===== src/hw/rtl/rnp_pkg.sv =====
// ----------------------------------------------------------------------------
// rnp_pkg
// Shared types and constants of the radius neighbor pair finder.
// ----------------------------------------------------------------------------
`default_nettype none

package rnp_pkg;

  // Width of the radius register and of its square.
  localparam int RADIUS_W = 16;
  localparam int RSQ_W    = 2 * RADIUS_W;

  // Input commands.
  localparam logic CMD_ADD   = 1'b0;
  localparam logic CMD_CLEAR = 1'b1;

  typedef enum logic [1:0] {
    ST_IDLE,
    ST_SCAN,
    ST_DONE
  } state_t;

  // Status of the distance pipeline as seen by the controller.
  typedef struct packed {
    logic hit;   // last stage holds a neighbor of the new point
    logic busy;  // any stage still holds a comparison
  } pipe_status_t;

endpackage

`default_nettype wire


===== src/hw/rtl/radius_neighbor_pairs.sv =====
// ----------------------------------------------------------------------------
// radius_neighbor_pairs
// Fixed-radius near neighbor search in two dimensions. Each added point is
// stored and compared with all earlier points; every pair closer than the
// radius is reported once, when its later point arrives.
// ----------------------------------------------------------------------------
//
//   Channel  Direction  Handshake              Contents
//   in_      input      in_valid / in_ready    command, x_coord, y_coord
//   out_     output     out_valid / out_ready  point_index, partner_index,
//                                              is_pair, store_full, last
//   cfg_     input      cfg_wr_en              radius, no wait
//
// An add request with n >= 1 stored points reads them in order, one stored
// point per cycle into a three-deep compare pipeline unless a held pair waits
// for the output, and posts its final result once the pipeline has drained.
// Clear, store-full and first-point requests go straight to the final result.
// Reset is synchronous: the store becomes empty and the radius zero.
// A new request is taken while the previous final result still waits.
// The scan pauses while a found pair waits behind an output that is not taken.
// ----------------------------------------------------------------------------
`default_nettype none

module radius_neighbor_pairs #(
  parameter int MAX_POINTS = 64,
  parameter int COORD_BITS = 16
) (
  input  wire logic                          clk,
  input  wire logic                          rst_n,
  input  wire logic                          in_valid,
  output logic                               in_ready,
  input  wire logic                          in_command,
  input  wire logic signed [COORD_BITS-1:0]  in_x_coord,
  input  wire logic signed [COORD_BITS-1:0]  in_y_coord,
  output logic                               out_valid,
  input  wire logic                          out_ready,
  output logic [$clog2(MAX_POINTS)-1:0]      out_point_index,
  output logic [$clog2(MAX_POINTS)-1:0]      out_partner_index,
  output logic                               out_is_pair,
  output logic                               out_store_full,
  output logic                               out_last,
  input  wire logic                          cfg_wr_en,
  input  wire logic [rnp_pkg::RADIUS_W-1:0]  cfg_wr_data
);

  localparam int IDX_W = $clog2(MAX_POINTS);
  localparam int CNT_W = $clog2(MAX_POINTS + 1);
  localparam int PT_W  = 2 * COORD_BITS;

  rnp_pkg::state_t       state_r, state_nxt;
  rnp_pkg::pipe_status_t pstat;

  logic [rnp_pkg::RADIUS_W-1:0] radius_r;
  logic [rnp_pkg::RSQ_W-1:0]    rsq_r;

  logic [CNT_W-1:0]      count_r, count_nxt;
  logic [CNT_W-1:0]      issue_cnt_r, issue_cnt_nxt;
  logic [IDX_W-1:0]      cur_idx_r;
  logic                  clr_r, full_r;
  logic [COORD_BITS-1:0] cur_x_r, cur_y_r;

  logic                  s0_vld_r;
  logic [IDX_W-1:0]      s0_idx_r;
  logic [PT_W-1:0]       rd_data;
  logic [IDX_W-1:0]      hit_idx;

  logic                  pend_vld_r, pend_vld_nxt;
  logic [IDX_W-1:0]      pend_idx_r, pend_idx_nxt;

  logic                  out_vld_r, out_vld_nxt;
  logic [IDX_W-1:0]      out_pt_r, out_pt_nxt, out_pa_r, out_pa_nxt;
  logic                  out_pair_r, out_pair_nxt, out_full_r, out_full_nxt;
  logic                  out_last_r, out_last_nxt;

  logic accept, has_room, add_ok, issuing, adv, out_free, load_pair, load_done;

  assign in_ready  = (state_r == rnp_pkg::ST_IDLE);
  assign accept    = in_valid && in_ready;
  assign has_room  = (count_r < CNT_W'(MAX_POINTS));
  assign add_ok    = accept && (in_command == rnp_pkg::CMD_ADD) && has_room;
  assign issuing   = (state_r == rnp_pkg::ST_SCAN) && (issue_cnt_r < CNT_W'(cur_idx_r));
  assign out_free  = !out_vld_r || out_ready;
  // A held pair can only move on into a free output register.
  assign adv       = !(pend_vld_r && !out_free);
  assign load_pair = adv && pstat.hit && pend_vld_r;
  assign load_done = (state_r == rnp_pkg::ST_DONE) && out_free;

  // The new point is written at acceptance, before the scan reads anything,
  // and the scan only reads lower entries, so the ports never collide.
  rnp_point_mem #(
    .DEPTH (MAX_POINTS),
    .AW    (IDX_W),
    .DW    (PT_W)
  ) u_mem (
    .clk     (clk),
    .wr_en   (add_ok),
    .wr_addr (count_r[IDX_W-1:0]),
    .wr_data ({in_x_coord, in_y_coord}),
    .rd_en   (adv && issuing),
    .rd_addr (issue_cnt_r[IDX_W-1:0]),
    .rd_data (rd_data)
  );

  rnp_dist_pipe #(
    .COORD_BITS (COORD_BITS),
    .IDX_W      (IDX_W)
  ) u_pipe (
    .clk     (clk),
    .rst_n   (rst_n),
    .adv     (adv),
    .in_vld  (s0_vld_r),
    .in_idx  (s0_idx_r),
    .new_x   (cur_x_r),
    .new_y   (cur_y_r),
    .old_x   (rd_data[PT_W-1:COORD_BITS]),
    .old_y   (rd_data[COORD_BITS-1:0]),
    .radius  (radius_r),
    .rsq     (rsq_r),
    .status  (pstat),
    .hit_idx (hit_idx)
  );

  // Next state.
  always_comb begin
    state_nxt = state_r;
    case (state_r)
      rnp_pkg::ST_IDLE: begin
        if (accept) begin
          if ((in_command == rnp_pkg::CMD_CLEAR) || !has_room || (count_r == '0)) begin
            state_nxt = rnp_pkg::ST_DONE;
          end else begin
            state_nxt = rnp_pkg::ST_SCAN;
          end
        end
      end
      rnp_pkg::ST_SCAN: begin
        if (!issuing && !pstat.busy) begin
          state_nxt = rnp_pkg::ST_DONE;
        end
      end
      rnp_pkg::ST_DONE: begin
        if (out_free) begin
          state_nxt = rnp_pkg::ST_IDLE;
        end
      end
      default: state_nxt = rnp_pkg::ST_IDLE;
    endcase
  end

  // Counters and the held pair.
  always_comb begin
    count_nxt     = count_r;
    issue_cnt_nxt = issue_cnt_r;
    pend_vld_nxt  = pend_vld_r;
    pend_idx_nxt  = pend_idx_r;
    if (accept) begin
      issue_cnt_nxt = '0;
      pend_vld_nxt  = 1'b0;
      if (in_command == rnp_pkg::CMD_CLEAR) begin
        count_nxt = '0;
      end else if (has_room) begin
        count_nxt = count_r + 1'b1;
      end
    end
    if (adv && issuing) begin
      issue_cnt_nxt = issue_cnt_r + 1'b1;
    end
    // The newest pair is held back until it is known whether it is the last.
    if (adv && pstat.hit) begin
      pend_vld_nxt = 1'b1;
      pend_idx_nxt = hit_idx;
    end
  end

  // Output register.
  always_comb begin
    out_vld_nxt  = out_ready ? 1'b0 : out_vld_r;
    out_pt_nxt   = out_pt_r;
    out_pa_nxt   = out_pa_r;
    out_pair_nxt = out_pair_r;
    out_full_nxt = out_full_r;
    out_last_nxt = out_last_r;
    if (load_pair) begin
      out_vld_nxt  = 1'b1;
      out_pt_nxt   = cur_idx_r;
      out_pa_nxt   = pend_idx_r;
      out_pair_nxt = 1'b1;
      out_full_nxt = 1'b0;
      out_last_nxt = 1'b0;
    end else if (load_done) begin
      out_vld_nxt  = 1'b1;
      out_last_nxt = 1'b1;
      out_full_nxt = full_r;
      if (clr_r || full_r) begin
        out_pt_nxt   = '0;
        out_pa_nxt   = '0;
        out_pair_nxt = 1'b0;
      end else if (pend_vld_r) begin
        out_pt_nxt   = cur_idx_r;
        out_pa_nxt   = pend_idx_r;
        out_pair_nxt = 1'b1;
      end else begin
        out_pt_nxt   = cur_idx_r;
        out_pa_nxt   = '0;
        out_pair_nxt = 1'b0;
      end
    end
  end

  always_ff @(posedge clk) begin
    if (!rst_n) begin
      state_r     <= rnp_pkg::ST_IDLE;
      radius_r    <= '0;
      count_r     <= '0;
      issue_cnt_r <= '0;
      s0_vld_r    <= 1'b0;
      pend_vld_r  <= 1'b0;
      out_vld_r   <= 1'b0;
    end else begin
      state_r     <= state_nxt;
      count_r     <= count_nxt;
      issue_cnt_r <= issue_cnt_nxt;
      pend_vld_r  <= pend_vld_nxt;
      out_vld_r   <= out_vld_nxt;
      if (cfg_wr_en) begin
        radius_r <= cfg_wr_data;
      end
      if (adv) begin
        s0_vld_r <= issuing;
      end
    end
  end

  always_ff @(posedge clk) begin
    rsq_r      <= radius_r * radius_r;
    pend_idx_r <= pend_idx_nxt;
    out_pt_r   <= out_pt_nxt;
    out_pa_r   <= out_pa_nxt;
    out_pair_r <= out_pair_nxt;
    out_full_r <= out_full_nxt;
    out_last_r <= out_last_nxt;
    if (adv) begin
      s0_idx_r <= issue_cnt_r[IDX_W-1:0];
    end
    if (accept) begin
      cur_idx_r <= count_r[IDX_W-1:0];
      clr_r     <= (in_command == rnp_pkg::CMD_CLEAR);
      full_r    <= (in_command == rnp_pkg::CMD_ADD) && !has_room;
      cur_x_r   <= in_x_coord;
      cur_y_r   <= in_y_coord;
    end
  end

  assign out_valid         = out_vld_r;
  assign out_point_index   = out_pt_r;
  assign out_partner_index = out_pa_r;
  assign out_is_pair       = out_pair_r;
  assign out_store_full    = out_full_r;
  assign out_last          = out_last_r;

  a_count_bound : assert property (@(posedge clk) disable iff (!rst_n)
    count_r <= CNT_W'(MAX_POINTS))
    else $error("point count above store depth");

  a_add_counts : assert property (@(posedge clk) disable iff (!rst_n)
    add_ok |=> count_r == $past(count_r) + 1'b1)
    else $error("accepted add did not grow the store");

  a_scan_bound : assert property (@(posedge clk) disable iff (!rst_n)
    (state_r == rnp_pkg::ST_SCAN) |-> issue_cnt_r <= CNT_W'(cur_idx_r))
    else $error("scan read past the new point");

  a_partner_earlier : assert property (@(posedge clk) disable iff (!rst_n)
    (out_vld_r && out_pair_r) |-> (out_pa_r < out_pt_r) && !out_full_r)
    else $error("pair result with a partner that is not earlier");

endmodule

`default_nettype wire


===== src/hw/rtl/rnp_point_mem.sv =====
// ----------------------------------------------------------------------------
// rnp_point_mem
// Point store: one write port and one read port, registered read data.
// ----------------------------------------------------------------------------
`default_nettype none

module rnp_point_mem #(
  parameter int DEPTH = 64,
  parameter int AW    = 6,
  parameter int DW    = 32
) (
  input  wire logic          clk,
  input  wire logic          wr_en,
  input  wire logic [AW-1:0] wr_addr,
  input  wire logic [DW-1:0] wr_data,
  input  wire logic          rd_en,
  input  wire logic [AW-1:0] rd_addr,
  output logic      [DW-1:0] rd_data
);

  logic [DW-1:0] mem [DEPTH];

  always_ff @(posedge clk) begin
    if (wr_en) begin
      mem[wr_addr] <= wr_data;
    end
  end

  always_ff @(posedge clk) begin
    if (rd_en) begin
      rd_data <= mem[rd_addr];
    end
  end

endmodule

`default_nettype wire


===== src/hw/rtl/rnp_dist_pipe.sv =====
// ----------------------------------------------------------------------------
// rnp_dist_pipe
// Two-stage distance check of the new point against one stored point per
// cycle while adv holds: absolute differences and box test, then squares,
// then the sum is compared against the squared radius.
// ----------------------------------------------------------------------------
`default_nettype none

module rnp_dist_pipe #(
  parameter int COORD_BITS = 16,
  parameter int IDX_W      = 6
) (
  input  wire logic                        clk,
  input  wire logic                        rst_n,
  input  wire logic                        adv,
  input  wire logic                        in_vld,
  input  wire logic [IDX_W-1:0]            in_idx,
  input  wire logic [COORD_BITS-1:0]       new_x,
  input  wire logic [COORD_BITS-1:0]       new_y,
  input  wire logic [COORD_BITS-1:0]       old_x,
  input  wire logic [COORD_BITS-1:0]       old_y,
  input  wire logic [rnp_pkg::RADIUS_W-1:0] radius,
  input  wire logic [rnp_pkg::RSQ_W-1:0]    rsq,
  output rnp_pkg::pipe_status_t            status,
  output logic      [IDX_W-1:0]            hit_idx
);

  localparam int D_W   = COORD_BITS + 1;
  localparam int R_W   = rnp_pkg::RADIUS_W;
  localparam int CMP_W = (D_W > R_W) ? D_W : R_W;
  localparam int SQ_W  = rnp_pkg::RSQ_W;

  logic [D_W-1:0]   dx_diff, dy_diff, dx_abs, dy_abs;
  logic [CMP_W-1:0] dx_ext, dy_ext, r_ext;
  logic             near;

  logic             s1_vld_r;
  logic [IDX_W-1:0] s1_idx_r;
  logic             s1_near_r;
  logic [R_W-1:0]   s1_dx_r, s1_dy_r;

  logic             s2_vld_r;
  logic [IDX_W-1:0] s2_idx_r;
  logic             s2_near_r;
  logic [SQ_W-1:0]  s2_dxsq_r, s2_dysq_r;
  logic [SQ_W:0]    sum;

  // The true difference of two COORD_BITS values always fits in D_W bits.
  assign dx_diff = {new_x[COORD_BITS-1], new_x} - {old_x[COORD_BITS-1], old_x};
  assign dy_diff = {new_y[COORD_BITS-1], new_y} - {old_y[COORD_BITS-1], old_y};
  assign dx_abs  = dx_diff[D_W-1] ? (~dx_diff + 1'b1) : dx_diff;
  assign dy_abs  = dy_diff[D_W-1] ? (~dy_diff + 1'b1) : dy_diff;
  assign dx_ext  = CMP_W'(dx_abs);
  assign dy_ext  = CMP_W'(dy_abs);
  assign r_ext   = CMP_W'(radius);
  // Both offsets below the radius bounds them to the radius width, so the
  // squares below need only radius-wide operands.
  assign near    = (dx_ext < r_ext) && (dy_ext < r_ext);

  always_ff @(posedge clk) begin
    if (!rst_n) begin
      s1_vld_r <= 1'b0;
      s2_vld_r <= 1'b0;
    end else if (adv) begin
      s1_vld_r <= in_vld;
      s2_vld_r <= s1_vld_r;
    end
  end

  always_ff @(posedge clk) begin
    if (adv) begin
      s1_idx_r  <= in_idx;
      s1_near_r <= near;
      s1_dx_r   <= dx_ext[R_W-1:0];
      s1_dy_r   <= dy_ext[R_W-1:0];
      s2_idx_r  <= s1_idx_r;
      s2_near_r <= s1_near_r;
      s2_dxsq_r <= s1_dx_r * s1_dx_r;
      s2_dysq_r <= s1_dy_r * s1_dy_r;
    end
  end

  assign sum         = {1'b0, s2_dxsq_r} + {1'b0, s2_dysq_r};
  assign status.hit  = s2_vld_r && s2_near_r && (sum < {1'b0, rsq});
  assign status.busy = in_vld || s1_vld_r || s2_vld_r;
  assign hit_idx     = s2_idx_r;

endmodule

`default_nettype wire

===== config.mk =====
export PLATFORM = sky130hd
export DESIGN_NAME = radius_neighbor_pairs
export DESIGN_NICKNAME = d
export VERILOG_FILES = /design/src/hw/rtl/rnp_pkg.sv /design/src/hw/rtl/radius_neighbor_pairs.sv /design/src/hw/rtl/rnp_point_mem.sv /design/src/hw/rtl/rnp_dist_pipe.sv
export SDC_FILE = /design/constraint.sdc
export NUM_CORES = 2
export LEC_CHECK = 0
export BUFFER_PORTS_ARGS = -buffer_cell sky130_fd_sc_hd__buf_2
export CAP_MARGIN = 10
export CELL_PAD_IN_SITES_DETAIL_PLACEMENT = 0
export CELL_PAD_IN_SITES_GLOBAL_PLACEMENT = 1
export CORE_MARGIN = 5
export CORE_UTILIZATION = 45
export DETAILED_ROUTE_END_ITERATION = 12
export GPL_ROUTABILITY_DRIVEN = 0
export PLACE_DENSITY_LB_ADDON = 0.1
export RECOVER_POWER = 50
export SYNTH_ARGS = -nofsm -noshare
export SYNTH_HDL_FRONTEND = slang
export SYNTH_SLANG_ARGS = --single-unit

===== constraint.sdc =====
create_clock -name clk -period 6.9 [get_ports clk]
set_input_delay 1.38 -clock clk [delete_from_list [all_inputs] [get_ports clk]]
set_output_delay 1.38 -clock clk [all_outputs]
set_load 0.1 [all_outputs]

==> flow_summary_export.csv <==
group,metric,value,unit
cells_and_area,drive_gt1_share,19.6,%
critical_path,path_cells,"buf_4 -> nand2_1 -> inv_1 -> fa_1 -> inv_1 -> fa_1 -> inv_1 -> fa_1 -> fa_1 -> fa_1 -> inv_1 -> fa_1 -> inv_1 -> ha_1 -> a21o_1 -> a21oi_1 -> nor2b_1 -> o31ai_1 -> buf_4 -> a21oi_1 -> o221ai_2 -> a21oi_1 -> or4_1 -> nand3_1",
min_path,worstHoldPathType,"flip-flop to flip-flop",
clock_tree,clock_path_buffers,3,
yosys,synthFlopType,"edfxtp_1",
critical_path,timing.critical_path.fanout_max,6,
route,drt-initial-drc-count,4539,
route,detail_route.wl_per_cell,26.7,µm
clock_tree,clk_latency,0.89,ns
critical_path,end_kind,"flip-flop",
clock_tree,cts_tree,"yes",
grt,grt_max_degree,101,
yosys,synthCells,6618,
critical_path,critPathSlowestCell,"fa_1",
timing,period_share,94.9,%
route,vias,57700,
critical_path,crit_buf_inv,7,
route,wl,279,mm
yosys,async_flop_share,0,%
clock_tree,hold_buffers,0,
critical_path,crit_type,"flip-flop to flip-flop",
critical_path,critPathMaxStageDelay,0.54,ns
critical_path,crit_required,7.56,ns
yosys,synth.distinct_cells,76,
yosys,syn_nets,7595,
grt,grt_antenna_before_repair,16,
yosys,syn-cell-area,113000,µm²
route,routed_via_density,5.51,
critical_path,timing.rr.start,"u_pipe.s1_dy_r[10]",
grt,grt_pass1_wl,416,mm
die,die_h,511,µm
die,core_area,249000,µm²
timing,rsz0062_at_grt,"false",
place,io_buffers,70,
critical_path,cpLargestDelayFamily,"adder cells",
die,die-area,261000,µm²
run_status,violations,"max-capacitance violations, max-slew violations",
clock_tree,clock-sinks,2323,
die,start_util,45.3,%
die,die_width,511,µm
die,io_pins,71,
grt,overflow,0,
route,ant_nets,0,
critical_path,worstSetupStartpointType,"flip-flop",
yosys,synth_warnings,0,
yosys,syn_area_per_cell,17.1,µm²
yosys,synth_enable_flop_cells,2252,
yosys,synth-seq-cells,2323,
run_status,status,"complete, but fails checks",
timing,slew_headroom,-126,%
clock_tree,cts_buffers,237,
min_path,hold_start,"u_pipe.s1_idx_r[5]",
yosys,yosysSeqAreaShare,61.2,%
timing,max_freq,153,MHz
die,num_rows,183,
timing,setup_viol,0,
grt,first_global_vias,61600,
critical_path,crit_top_cell,"fa_1",
clock_tree,htreeDepth,4,
clock_tree,root_buffer,"clkbuf_16",
cells_and_area,fin_nets,7901,
timing,slew_violations,2461,
timing,worst_slew_pin_slew,3.39,ns
place,place_hpwl,183,mm
route,drc,0,
clock_tree,clk_pin_slew,0.06,ns
timing,fin_crit,6.55,ns
critical_path,worstSetupStartpoint,"u_pipe.s1_dy_r[10]",
route,firstDrtPassIters,5,
cells_and_area,area_delta_synth_final,12.1,%
job,max_cap_violations,42,
timing,fin_worst_skew,0.100,ns
timing,hold_violations,0,
critical_path,arrival,7.20,ns
grt,grt_use_total,21.5,%
timing,fin_setup_tns,0,ns
-- per-stage QoR --
step | cells | setup slack, ns | cell area, µm² | utilization, % | hold slack, ns
after floorplan | 6618 | 0.399 | 113000 | - | 0.356
after global placement | 9997 | 0.104 | 119000 | 47.6 | 0.400
after detailed placement | 9997 | 0.0524 | 119000 | 47.6 | 0.406
after CTS | 10500 | 0.0910 | 127000 | 50.8 | 0.421
after global routing | 10500 | 0.0129 | 127000 | 50.8 | 0.424
final | 10500 | 0.354 | 127000 | 50.8 | 0.419
-- synthesized netlist by cell type, types with 86 or more instances --
master,n,area share [%]
edfxtp_1,2252,60
ha_1,435,4.8
mux4_2,672,13
clkbuf_1,182,0.61
and2_1,97,0.54
a21oi_1,130,0.58
o21ai_0,86,0.38
inv_1,866,2.9
nand2_1,282,0.94
nor2_1,245,0.81
xnor2_1,127,0.99
fa_1,488,8.7
-- layout by cell type, fill, tap and decap left out, types with 15 or more instances in the layout --
cell	instances
clkinv_1	60
o21bai_1	21
buf_2	44
clkbuf_16	238
ha_1	434
o21a_1	30
buf_4	205
xnor2_1	127
a31oi_1	16
and3_1	26
a21o_1	62
nor2b_1	51
clkinv_2	52
mux2i_1	16
nor3_1	43
fa_1	488
xor2_1	49
nand2b_1	26
or3_1	15
a21oi_1	130
a211oi_1	22
nand2_1	281
nand4_1	19
mux4_2	672
nor2_1	191
and2_1	94
edfxtp_1	2252
clkbuf_1	93
dfxtp_1	66
or2_2	19
o21ai_0	85
inv_1	863
bufinv_16	24
nor2_4	53
nand3_1	51
-- area by class of cell --
type | instances | area [µm²]
clock buffer | 293 | 6240
fill | 20800 | 123000
tap | 3330 | 4170
clock inverter | 161 | 1630
multi-input combinational | 3188 | 40100
antenna | 3 | 7.51
inverter | 870 | 3270
timing repair buffer | 304 | 2100
sequential | 2323 | 69100
-- layer usage --
layer	track usage, %	vias up	share of wire, %
met5	0	-	0.0072
met4	4.75	2	2.3
met3	2.40	330	3.7
met2	38.4	1163	53
met1	28.4	30800	41
li1	-	25400	-
-- kinds of logic (layout without fill, tap and decap cells) --
logic type	count (synthesis)	after routing	share of synthesized area, %
buffers and inverters	1107	1628	3.69
xor gates and xnor gates	176	176	1.37
AOI/OAI and AO/OA	493	493	2.92
muxes	693	693	13.6
adders and majority gates	923	923	13.5
other	0	3	0
DFF	2323	2323	61.2
and+or+nand+nor	903	903	3.77
-- registers in the layout, summed over array words and instances, names as in the netlist, 7 cells and up --
register,count
u_pipe.s2_dysq_r,31
u_mem.mem,2048
cur_x_r,16
u_pipe.s1_dy_r,16
u_pipe.s1_dx_r,16
cur_y_r,16
rsq_r,31
count_r,7
u_mem.rd_data,32
radius_r,16
issue_cnt_r,7
u_pipe.s2_dxsq_r,31
-- worst paths after layout --
path,endpoint,slack [ns],depth (start not counted)
worst max-delay path,u_pipe.s2_dysq_r[31],0.35,24
worst min-delay path,u_pipe.hit_idx[5],0.42,0
worst max register to register,u_pipe.s2_dysq_r[31],0.35,24
worst min register to register,u_pipe.hit_idx[5],0.42,0
-- timing repair --
action                     in CTS  in global routing
resized for setup               0                 18
cloned                          0                  0
buffers inserted                2                 14
pin swaps                       0                  2
setup endpoints to repair       1                 13
hold endpoints to repair        0                  0
Power is not shown: default switching activity piles up to over one toggle a cycle in this logic, so the estimate is an artifact.
